--- config.mk ---
export PLATFORM = sky130hd
export DESIGN_NAME = txcon_ctrl
export DESIGN_NICKNAME = d
export VERILOG_FILES = /design/src/sv/txcon_pkg.sv /design/src/sv/txcon_ctrl.sv
export SDC_FILE = /design/constraint.sdc
export NUM_CORES = 1
export LEC_CHECK = 0
export BUFFER_PORTS_ARGS = -buffer_cell sky130_fd_sc_hd__buf_2
export CAP_MARGIN = 20
export CORE_MARGIN = 1
export CORE_UTILIZATION = 43
export CTS_CLUSTER_DIAMETER = 50
export CTS_CLUSTER_SIZE = 16
export DETAILED_ROUTE_END_ITERATION = 6
export GPL_ROUTABILITY_DRIVEN = 0
export PLACE_DENSITY = 0.76
export SLEW_MARGIN = 20
export SYNTH_ARGS = -nofsm -noshare
export SYNTH_HDL_FRONTEND = slang
export SYNTH_SLANG_ARGS = --single-unit
--- constraint.sdc ---
create_clock -name clk -period 5.4 [get_ports clk]
set_clock_uncertainty 0.1 [all_clocks]
set_input_delay 0.54 -clock clk [delete_from_list [all_inputs] [get_ports clk]]
set_output_delay 0.54 -clock clk [all_outputs]
set_load 0.1 [all_outputs]
--- src/sv/txcon_pkg.sv ---
// Shared types and constants for the text console character writer.
// Holds the item structs, character codes, register indexes and the
// controller/datapath command and status bundles. No dependencies.
package txcon_pkg;

  typedef struct packed {
    logic        req_type;
    logic [7:0]  char_code;
    logic [12:0] cell_index;
  } in_item_t;

  typedef struct packed {
    logic [12:0] cursor_offset;
    logic [6:0]  cursor_col;
    logic [5:0]  cursor_row;
    logic [15:0] read_value;
    logic        scrolled;
  } out_item_t;

  localparam logic REQ_PUT  = 1'b0;
  localparam logic REQ_READ = 1'b1;

  localparam logic [7:0] CH_BS        = 8'h08;
  localparam logic [7:0] CH_TAB       = 8'h09;
  localparam logic [7:0] CH_LF        = 8'h0A;
  localparam logic [7:0] CH_CR        = 8'h0D;
  localparam logic [7:0] CH_SPACE     = 8'h20;
  localparam logic [7:0] CH_PRINT_MAX = 8'h7F;

  localparam int CFG_IDX_W = 2;
  localparam logic [CFG_IDX_W-1:0] REG_ATTR = 2'd0;
  localparam logic [CFG_IDX_W-1:0] REG_ROWS = 2'd1;
  localparam logic [CFG_IDX_W-1:0] REG_COLS = 2'd2;

  localparam logic [7:0] ATTR_RESET = 8'd15;
  localparam logic [6:0] ROWS_RESET = 7'd25;
  localparam logic [7:0] COLS_RESET = 8'd80;

  typedef struct packed {
    logic latch_in;   // capture the accepted input beat
    logic calc;       // decode the byte, move the cursor
    logic addr;       // form the cell address of the pending write
    logic cell_we;    // write the pending cell
    logic cp_start;   // reset the sweep counters
    logic cp_step;    // one step of the scroll copy
    logic zero_we;    // zero one cell and advance the sweep
    logic rd_cell;    // read the requested cell
    logic load_out;   // load the result register
  } txcon_cmd_t;

  typedef struct packed {
    logic is_read;
    logic need_scroll;
    logic rows_one;
    logic cp_last;
    logic blank_last;
    logic clr_last;
  } txcon_status_t;

endpackage

--- src/sv/txcon_ctrl.sv ---
// Controller of the console writer: sequences clear, decode, cell write,
// scroll copy, blank row and result hand-off. Depends on txcon_pkg.
module txcon_ctrl (
  input  logic                     clk,
  input  logic                     rst_n,
  input  logic                     in_valid,
  output logic                     in_ready,
  output logic                     out_valid,
  input  logic                     out_ready,
  input  txcon_pkg::txcon_status_t status,
  output txcon_pkg::txcon_cmd_t    cmd
);

  typedef enum logic [8:0] {
    S_CLEAR  = 9'b000000001,
    S_IDLE   = 9'b000000010,
    S_EXEC   = 9'b000000100,
    S_ADDR   = 9'b000001000,
    S_WRITE  = 9'b000010000,
    S_SCROLL = 9'b000100000,
    S_DRAIN  = 9'b001000000,
    S_BLANK  = 9'b010000000,
    S_DONE   = 9'b100000000
  } state_t;

  state_t state_r, state_nxt;
  logic   out_valid_r, out_valid_nxt;

  always_comb begin
    state_nxt = state_r;
    cmd       = '0;
    in_ready  = 1'b0;
    case (state_r)
      S_CLEAR: begin
        cmd.zero_we = 1'b1;
        if (status.clr_last) begin
          state_nxt = S_IDLE;
        end
      end
      S_IDLE: begin
        in_ready = 1'b1;
        if (in_valid) begin
          cmd.latch_in = 1'b1;
          state_nxt    = S_EXEC;
        end
      end
      S_EXEC: begin
        if (status.is_read) begin
          cmd.rd_cell = 1'b1;
          state_nxt   = S_DONE;
        end else begin
          cmd.calc  = 1'b1;
          state_nxt = S_ADDR;
        end
      end
      S_ADDR: begin
        cmd.addr  = 1'b1;
        state_nxt = S_WRITE;
      end
      S_WRITE: begin
        cmd.cell_we = 1'b1;
        if (status.need_scroll) begin
          cmd.cp_start = 1'b1;
          state_nxt    = status.rows_one ? S_BLANK : S_SCROLL;
        end else begin
          state_nxt = S_DONE;
        end
      end
      S_SCROLL: begin
        cmd.cp_step = 1'b1;
        if (status.cp_last) begin
          state_nxt = S_DRAIN;
        end
      end
      S_DRAIN: state_nxt = S_BLANK;  // last copy beat lands here
      S_BLANK: begin
        cmd.zero_we = 1'b1;
        if (status.blank_last) begin
          state_nxt = S_DONE;
        end
      end
      S_DONE: begin
        if (!out_valid_r || out_ready) begin
          cmd.load_out = 1'b1;
          state_nxt    = S_IDLE;
        end
      end
      default: state_nxt = S_CLEAR;
    endcase
  end

  always_comb begin
    if (cmd.load_out) begin
      out_valid_nxt = 1'b1;
    end else begin
      out_valid_nxt = out_valid_r && !out_ready;
    end
  end

  always_ff @(posedge clk) begin
    if (!rst_n) begin
      state_r     <= S_CLEAR;
      out_valid_r <= 1'b0;
    end else begin
      state_r     <= state_nxt;
      out_valid_r <= out_valid_nxt;
    end
  end

  assign out_valid = out_valid_r;

endmodule

==> results.txt, run 1 <==
Hold Crit Class: flop to flop
max cap viols: 0
status: completed
Worst EP arrival: 2.20 ns
period utilization: 52.7%
Ant. Diodes: 0
Clk pwr share: 16.9%
syn_nets: 101
cells along the critical path: or4_4, nand3b_4, nor4b_4, buf_2
Max Fclk: 0.352 GHz
Pint: 0.000159 W
hold bufs inserted after CTS: 0
crit end category: output port
Synth top cells by count: dfxtp_1 (10), nor2_1 (8), buf_6 (5)
Final Hold Viols: 0
FP Rows: 15
Post-synth EDFFs: 0
H-tree depth: 1
syn_area_per_cell: 8.95 sq um
top cells by area, synth: dfxtp_1 (25%), buf_6 (6.9%), nor2_1 (3.7%)
critical path's largest stage delay: 0.59 ns
Worst setup SP type: flop
Num CTS Buffers: 3
# fillers: 174
Post-Synthesis Cells: 91
most frequently used flop master after synthesis: dfxtp_1
Power Dens Cells: 342 nW/um^2
Multi-input gate area: 531 sq um
logic gate share of total power: 50.8%
setup bufs post-CTS: 0
most numerous cell in the Yosys netlist: dfxtp_1
Port-buffer cells: 20
highest metal used: met4
endpoints failing setup: 0
sequential share of power: 32.3%
share of layout cells above drive strength 1: 29.2%
CTS max path bufs: 2
Core Util, Final: 51.1%
Core ar.: 1750 sq um
wirelength, routed: 1770 um
largest net degree at the start of global routing: 12
Seq/Total Area, Yosys: 24.6%
clk slew on worst S/H paths: 0.07 ns
first-pass GRT wire length: 2930 um
Synth async-reset ratio: 0%
CTS tree: done
CP required: 4.76 ns
die boundary width: 45.5 um
clock root cell: clkbuf_4
Sw Ratio: 47.9%
post-synthesis register bit count: 10
vias post-DR: 748
classification of the worst setup path: flop to output port
Warnings, synthesis: 0
worst-margin pin slew: 0.708 ns
number of I/O pins: 21
Finished Layout Cells: 131
initial antenna violation count: 0
GRT Residual Overflow: 0
Final min period: 2.84 ns
Post-CTS Resized: 0
DRC: 0
Met3 Routed Length: 92 um
met1 WL: 829 um
worst hold slack: 0.411 ns
pins over their slew limit: 0
clock network latency to the later pin of the worst-skew pair: 0.27 ns
die height: 45.5 um
Leak: 0.358 nW
register area: 200 sq um
Worst path slowest cell: or4_4
crit path max fanout: 11
Layout area overhead: 9.52%
Cell variety after synth: 43
Initial Util: 46.7%
mapped cell area: 815 sq um
Slew Limit Headroom: 52.7%
switching pwr: 0.000146 W
drt initial violations: 21
routed len/inst: 13.5 um
number of global-route vias before repair: 645
area share of the largest cell type after synthesis: 24.6%
Via density: 5.71
Total GRT Usage: 19.5%
setup TNS: 0 ns
maximum vdd drop: 0.211 mV
met2 WL: 826 um
DR pass1 iterations: 4
post-synth top area cell: dfxtp_1
CTS Sinks: 10
die area: 2070 sq um
hpwl dp: 1360 um
placed cells: 128
post-route ant nets: 0
NumNets Final: 118
RSZ-0062 raised after global routing: false
==> through the flow <==
stage                     cell area, sq um  setup WS (ns)  power [W]
after floorplan                        815           2.20   0.000241
after global placement                 870           2.91   0.000255
after global routing                   892           2.48   0.000324
final                                  892           2.56   0.000305
after CTS                              892           2.55   0.000307
after detailed placement               870           2.85   0.000255
==> layout by cell type, fill, tap and decap left out, types with 3 or more instances in the layout <==
cell,synthesis,final
and3_1,4,4
nand3_1,3,3
dfxtp_1,10,10
clkbuf_4,0,3
a21oi_1,3,3
nor2b_1,3,3
buf_2,0,20
o21ai_0,3,3
and2_1,4,4
nor3b_1,4,4
nor2_1,8,8
nand2_1,3,3
==> state kept, by name, indices dropped and copies added, names as in the netlist <==
| name | count |
|---|---|
| state_r | 9 |
| out_valid | 1 |
==> kinds of logic (layout without fill, tap and decap cells) <==
family	after synthesis	count (layout)	share of synthesized area [%]
buffers and inverters	10	25	10.3
xor gates and xnor gates	3	3	3.23
and+or+nand+nor	50	50	46.1
DFF	10	10	24.6
AOI/OAI and AO/OA	18	18	15.8
==> final cells by class <==
cell class | count | area share, %
repair buffers | 20 | 11.2
inverters | 2 | 0.842
well taps | 25 | 3.51
flip-flops and latches | 10 | 22.4
clock buffers | 3 | 2.52
multi-input cells | 71 | 59.5
==> power groups by stage <==
stage                     registers (W)  logic, W  clock network (W)
final                         0.0000987  0.000155          0.0000517
after global routing           0.000101  0.000167          0.0000558
after CTS                     0.0000981  0.000156          0.0000531
after detailed placement      0.0000997  0.000155                  0
after global placement        0.0000992  0.000156                  0
after floorplan               0.0000852  0.000156                  0
==> metal layers <==
layer  global-route usage [%]  vias to the layer above
li1                         -                      371
met1                     26.2                      347
met2                     28.3                       23
met3                     6.75                        7
met4                     7.88                        0
met5                        0                        -
==> worst max-delay path: cells and delay by family, from the launching register on <==
kind / cells / cell delay, ns
DFF: 1 / 0.40
and+or+nand+nor: 3 / 1.05
buffers and inverters: 1 / 0.47
==> worst paths after layout <==
| kind | from | end | slack [ns] | cells after the start |
|---|---|---|---|---|
| hold / removal | out_valid$_SDFF_PN0_ | out_valid$_SDFF_PN0_ | 0.41 | 2 |
| setup / recovery | state_r[0]$_SDFFE_PN1P_ | cmd[7] | 2.56 | 4 |
| hold reg to reg | out_valid$_SDFF_PN0_ | out_valid$_SDFF_PN0_ | 0.41 | 2 |
| setup reg to reg | state_r[3]$_SDFFE_PN0P_ | state_r[8]$_SDFFE_PN0P_ | 3.32 | 5 |
Note: power is estimated with default switching activity, not from simulation.
==> run 2, diff against run 1 <==
--- a/config.mk
+++ b/config.mk
@@ -5,6 +5,7 @@
 export SDC_FILE = /design/constraint.sdc
 export NUM_CORES = 1
 export LEC_CHECK = 0
+export ABC_AREA = 1
 export BUFFER_PORTS_ARGS = -buffer_cell sky130_fd_sc_hd__buf_2
 export CAP_MARGIN = 20
 export CORE_MARGIN = 1
@@ -13,7 +14,7 @@
 export CTS_CLUSTER_SIZE = 16
 export DETAILED_ROUTE_END_ITERATION = 6
 export GPL_ROUTABILITY_DRIVEN = 0
-export PLACE_DENSITY = 0.76
+export PLACE_DENSITY = 0.77
 export SLEW_MARGIN = 20
 export SYNTH_ARGS = -nofsm -noshare
 export SYNTH_HDL_FRONTEND = slang
==> constraint.sdc (replaced) <==
create_clock -name clk -period 2.69 [get_ports clk]
set_clock_uncertainty 0.1 [all_clocks]
set_input_delay 0.269 -clock clk [delete_from_list [all_inputs] [get_ports clk]]
set_output_delay 0.269 -clock clk [all_outputs]
set_load 0.1 [all_outputs]
==> run 2 against run 1 <==
Largest cell class unchanged. Sequential power increased by 98%. First-iteration DRC count decreased by 24%. Worst setup slack got worse by 2.0 ns. Clock-buffer cell count increased by 1. Routed wire length decreased by 3.7%. Clock power increased to 2.7 times the previous value. Combinational power increased to 2.8 times the previous value. Die area decreased by 10%. Sequential cell count unchanged. Hold slack got worse by 0.34 ns. Synthesized area decreased by 10%. Total power increased to 2.5 times the previous value.
==> results.txt, run 2 <==
CTS tree: done
Via density: 4.98
GRT Residual Overflow: 0
Port-buffer cells: 20
classification of the worst setup path: flop to output port
syn_nets: 124
CTS Sinks: 10
most numerous cell in the Yosys netlist: inv_1
Core ar.: 1540 sq um
Core Util, Final: 57.5%
endpoints failing setup: 0
Max Fclk: 0.463 GHz
met2 WL: 789 um
RSZ-0062 raised after global routing: false
H-tree depth: 1
Most flops, register: state_r
syn_area_per_cell: 6.40 sq um
highest metal used: met4
Power Dens Cells: 874 nW/um^2
Final min period: 2.16 ns
most frequent cells in the layout: inv_1 (25), nor2_1 (20), buf_2 (20), nand2_1 (17), dfxtp_1 (10)
clock network latency to the later pin of the worst-skew pair: 0.28 ns
Synth async-reset ratio: 0%
commonest non-fill, non-tap cell in the layout: inv_1
top cells by area, synth: dfxtp_1 (27%), inv_1 (13%), nor2_1 (10%)
Initial Util: 47.3%
Slew Limit Headroom: 67.3%
worst hold slack: 0.0695 ns
Cell variety after synth: 19
die area: 1860 sq um
largest net degree at the start of global routing: 8
Placement Setup Slack: 0.881 ns
most frequently used flop master after synthesis: dfxtp_1
clk slew on worst S/H paths: 0.08 ns
Post-CTS Resized: 0
setup TNS: 0 ns
Layout area overhead: 21.4%
number of global-route vias before repair: 703
CP required: 2.32 ns
drt initial violations: 16
Hold Crit Class: primary input to flop
Worst EP arrival: 1.79 ns
DR pass1 iterations: 4
initial antenna violation count: 0
Seq/Total Area, Yosys: 27.4%
Met3 Routed Length: 83 um
status: completed
mapped cell area: 729 sq um
post-synthesis register bit count: 10
pins over their slew limit: 0
Leak: 0.509 nW
Final Hold Viols: 0
crit end category: output port
Warnings, synthesis: 0
Ant. Diodes: 0
maximum vdd drop: 0.411 mV
Num CTS Buffers: 3
post-route ant nets: 0
clock root cell: clkbuf_4
die height: 43.2 um
die boundary width: 43.2 um
met1 WL: 795 um
DRC: 0
max FFs per register: 9
crit path max fanout: 4
worst-margin pin slew: 0.494 ns
hpwl dp: 1390 um
number of I/O pins: 21
Synth top cells by count: inv_1 (25), nor2_1 (20), nand2_1 (17)
routed len/inst: 11.1 um
hold bufs inserted after CTS: 0
vias post-DR: 767
Post-synth EDFFs: 0
total power: 0.000774 W
Post-Synthesis Cells: 114
first-pass GRT wire length: 2700 um
Worst setup SP type: flop
area share of the largest cell type after synthesis: 27.4%
post-synth top area cell: dfxtp_1
max cap viols: 0
NumNets Final: 149
wirelength, routed: 1710 um
share of layout cells above drive strength 1: 31.2%
Final WS setup: 0.532 ns
Total GRT Usage: 19.4%
setup bufs post-CTS: 0
CTS max path bufs: 2
period utilization: 80.2%
FP Rows: 14
-- run 2: cell count changes in the layout (fill, tap and decap cells not counted), sizes merged, moves of 5 or more --
| cell | previous run | this run |
|---|---|---|
| inv | 1 | 27 |
| nand2 | 3 | 22 |
| nand3 | 3 | 13 |
| nor2 | 8 | 25 |
| nor3b | 5 | 0 |
-- run 2: per-stage QoR --
step	cells	instance area (sq um)
floorplan	114	729
global placement	150	850
detailed placement	150	850
CTS	154	886
global route	154	886
finish	154	886
-- run 2: cell families after synthesis --
| family | share of synthesized area [%] |
|---|---|
| flops | 27.4 |
| simple gates | 50.6 |
| compound gates | 8.06 |
| buf+inv | 13.9 |
-- run 2: final timing paths --
check / slack (ns) / depth (start not counted) / start / endpoint
min reg2reg: 0.47 / 2 / state_r[0]$_SDFFE_PN1P_ / state_r[0]$_SDFFE_PN1P_
max: 0.53 / 6 / state_r[5]$_SDFFE_PN0P_ / cmd[7]
min: 0.07 / 2 / status[5] / state_r[3]$_SDFFE_PN0P_
max reg2reg: 1.24 / 7 / state_r[5]$_SDFFE_PN0P_ / state_r[0]$_SDFFE_PN1P_
-- run 2: final cells by class --
type / count / area [sq um]
Sequential cell: 10 / 200
Inverter: 27 / 101
Tap cell: 16 / 20.0
Clock buffer: 4 / 36.3
Timing Repair Buffer: 20 / 100
Fill cell: 156 / 656
Multi-Input combinational cell: 77 / 428
-- run 2: worst max-delay path: stages, from the launching register on --
cell	delay, ns
dfxtp_1	0.37
nor2_2	0.14
nand2_2	0.11
nor2_1	0.19
nand3_1	0.15
nor2_1	0.11
buf_2	0.43
-- run 2: report_power, final --
group | total (W) | leakage (nW) | switching (W) | internal (W)
combinational | 0.000438 | 0.407 | 0.000325 | 0.000113
clock | 0.000141 | 0.0210 | 0.0000590 | 0.0000824
sequential | 0.000195 | 0.0814 | 0.0000233 | 0.000172
total | 0.000774 | 0.509 | 0.000407 | 0.000367
-- run 2: layer usage --
layer / up-vias / GRT usage [%]
li1: 401 / -
met1: 339 / 23.6
met2: 21 / 30.1
met5: - / 0
met3: 6 / 5.11
met4: 0 / 11.5
==> run 3, diff against run 2 <==
--- a/config.mk
+++ b/config.mk
@@ -5,7 +5,7 @@
 export SDC_FILE = /design/constraint.sdc
 export NUM_CORES = 1
 export LEC_CHECK = 0
-export ABC_AREA = 1
+export ABC_AREA = 0
 export BUFFER_PORTS_ARGS = -buffer_cell sky130_fd_sc_hd__buf_2
 export CAP_MARGIN = 20
 export CORE_MARGIN = 1
@@ -14,7 +14,7 @@
 export CTS_CLUSTER_SIZE = 16
 export DETAILED_ROUTE_END_ITERATION = 6
 export GPL_ROUTABILITY_DRIVEN = 0
-export PLACE_DENSITY = 0.77
+export PLACE_DENSITY = 0.79
 export SLEW_MARGIN = 20
 export SYNTH_ARGS = -nofsm -noshare
 export SYNTH_HDL_FRONTEND = slang
==> constraint.sdc (replaced) <==
create_clock -name clk -period 1.86 [get_ports clk]
set_clock_uncertainty 0.1 [all_clocks]
set_input_delay 0.186 -clock clk [delete_from_list [all_inputs] [get_ports clk]]
set_output_delay 0.186 -clock clk [all_outputs]
set_load 0.1 [all_outputs]
==> run 3 against run 2 <==
Cell count grew 5.8%. Routed wire length grew 93%. Global-route usage grew 13 points. Largest power group unchanged. The flow now finishes with violations (negative setup slack). Critical path depth shrank 2. Sequential share of layout area shrank 7.7 points. Utilization grew 26 points. Die area grew 11%. Total power grew 72%. Combinational power grew 100%. Register-to-register slack lost 1.6 ns.
==> results.txt, run 3 (same netlist as run 1, synthesis figures left out) <==
logic gate share of total power: 66.2%
share of layout cells above drive strength 1: 63.8%
crit end category: output port
Finished Layout Cells: 163
Multi-input gate area: 648 sq um
most frequent cells in the layout: buf_4 (23), buf_2 (10), buf_12 (10), buf_6 (8), dfxtp_2 (7)
FP Rows: 15
routed len/inst: 20.3 um
H-tree depth: 1
first-pass GRT wire length: 4610 um
clock network latency to the later pin of the worst-skew pair: 0.27 ns
Port-buffer cells: 20
Total GRT Usage: 32.6%
Final Hold Viols: 0
WP buf/inv: 1
hpwl dp: 1750 um
CTS Sinks: 10
Worst path slowest cell: or4_4
CTS max path bufs: 2
Final WS setup: -0.353 ns
Max Fclk: 0.452 GHz
GRT Residual Overflow: 0
switching pwr: 0.000584 W
largest delay contributor family on the critical path: simple AND/OR/NAND/NOR gates
die height: 45.5 um
placed inst area: 1190 sq um
Core ar.: 1750 sq um
Num CTS Buffers: 3
Pint: 0.000747 W
drt initial violations: 47
Ant. Diodes: 0
post-route ant nets: 0
endpoints failing setup: 17
wirelength, routed: 3300 um
critical path's largest stage delay: 0.57 ns
Worst setup SP type: flop
total power: 0.00133 W
crit path max fanout: 4
die area: 2070 sq um
Worst EP arrival: 1.93 ns
number of I/O pins: 21
initial antenna violation count: 0
Final Cell Area: 1460 sq um
largest net degree at the start of global routing: 12
worst-margin pin slew: 0.484 ns
pins over their slew limit: 0
Sw Ratio: 43.9%
period utilization: 119%
CTS tree: done
Layout area overhead: 79.0%
RSZ-0062 raised after global routing: true
DRC: 0
sequential share of power: 18.9%
maximum vdd drop: 0.810 mV
die boundary width: 45.5 um
Slew Limit Headroom: 67.9%
clock root cell: clkbuf_4
Hold Crit Class: primary input to flop
number of global-route vias before repair: 938
# fillers: 87
Via density: 6.21
vias post-DR: 1,012
failing checks: negative setup slack
classification of the worst setup path: flop to output port
setup TNS: -3.66 ns
Final min period: 2.21 ns
clk slew on worst S/H paths: 0.07 ns
max FFs per register: 9
Clk pwr share: 14.9%
Most flops, register: state_r
Initial Util: 46.7%
CP required: 1.57 ns
Power Dens Cells: 913 nW/um^2
register area: 216 sq um
status: complete, but fails checks
placed cells: 146
Leak: 0.608 nW
cells along the critical path: or4_4, nand3b_4, nor4b_4, buf_12
max cap viols: 0
DR pass1 iterations: 5
Placement Setup Slack: -0.0353 ns
NumNets Final: 149
commonest non-fill, non-tap cell in the layout: buf_4
==> run 3: cell count changes in the layout (fill, tap and decap cells not counted), sizes merged, moves of 4 or more <==
cell / before / now
and2: 0 / 4
and3: 0 / 4
buf: 20 / 51
inv: 27 / 1
nand2: 22 / 3
nand3: 13 / 3
nor2: 25 / 8
nor3b: 0 / 5
o21ai: 1 / 5
==> run 3: path summary, 6_finish.rpt <==
check / startpoint / endpoint / slack (ns) / depth (start not counted)
worst min register to register: out_valid$_SDFF_PN0_ / out_valid$_SDFF_PN0_ / 0.41 / 2
worst min-delay path: out_ready / out_valid$_SDFF_PN0_ / 0.11 / 3
worst max register to register: state_r[7]$_SDFFE_PN0P_ / state_r[8]$_SDFFE_PN0P_ / -0.31 / 8
worst max-delay path: state_r[7]$_SDFFE_PN0P_ / cmd[7] / -0.35 / 4
==> run 3: tightest hold or removal path: stages <==
cell	delay, ns
buf_2	0.08
nand2b_1	0.12
a21boi_1	0.06
==> run 3: power groups by stage <==
stage / clock network (W) / logic [W] / registers, W
after floorplan: 0 / 0.000480 / 0.000247
after global placement: 0 / 0.000685 / 0.000251
after detailed placement: 0 / 0.000704 / 0.000251
after CTS: 0.000197 / 0.000790 / 0.000245
after global routing: 0.000213 / 0.000898 / 0.000253
final: 0.000198 / 0.000880 / 0.000252
==> run 3: metal layers <==
layer / track usage, % / vias to the layer above / share of wire (%) / wire (um)
met4: 16.4 / 0 / 4.8 / 157
met1: 40.6 / 470 / 39 / 1280
met2: 49.4 / 82 / 47 / 1560
met5: 0 / - / 0 / 0
li1: - / 434 / - / -
met3: 11.1 / 26 / 9.2 / 303
==> run 3: repair_timing <==
item / in CTS / in global routing
setup buffers: 9 / 5
gates resized for setup: 25 / 10
pin swaps: 11 / 7
setup endpoints to repair: 11 / 17
hold buffers: 0 / 0
==> run 3: layout make-up <==
class	instances	area share, %
Inverter	2	0.858
Tap cell	25	2.15
Timing Repair Buffer	51	35.2
Sequential cell	10	14.8
Multi-Input combinational cell	71	44.5
Clock buffer	4	2.49
==> run 3: stage by stage <==
stage / hold WS, ns / utilization, %
global route: 0.145 / 83.5
floorplan: 0.229 / -
CTS: 0.112 / 79.5
finish: 0.112 / 83.5
global placement: 0.385 / 68.4
detailed placement: 0.392 / 68.4
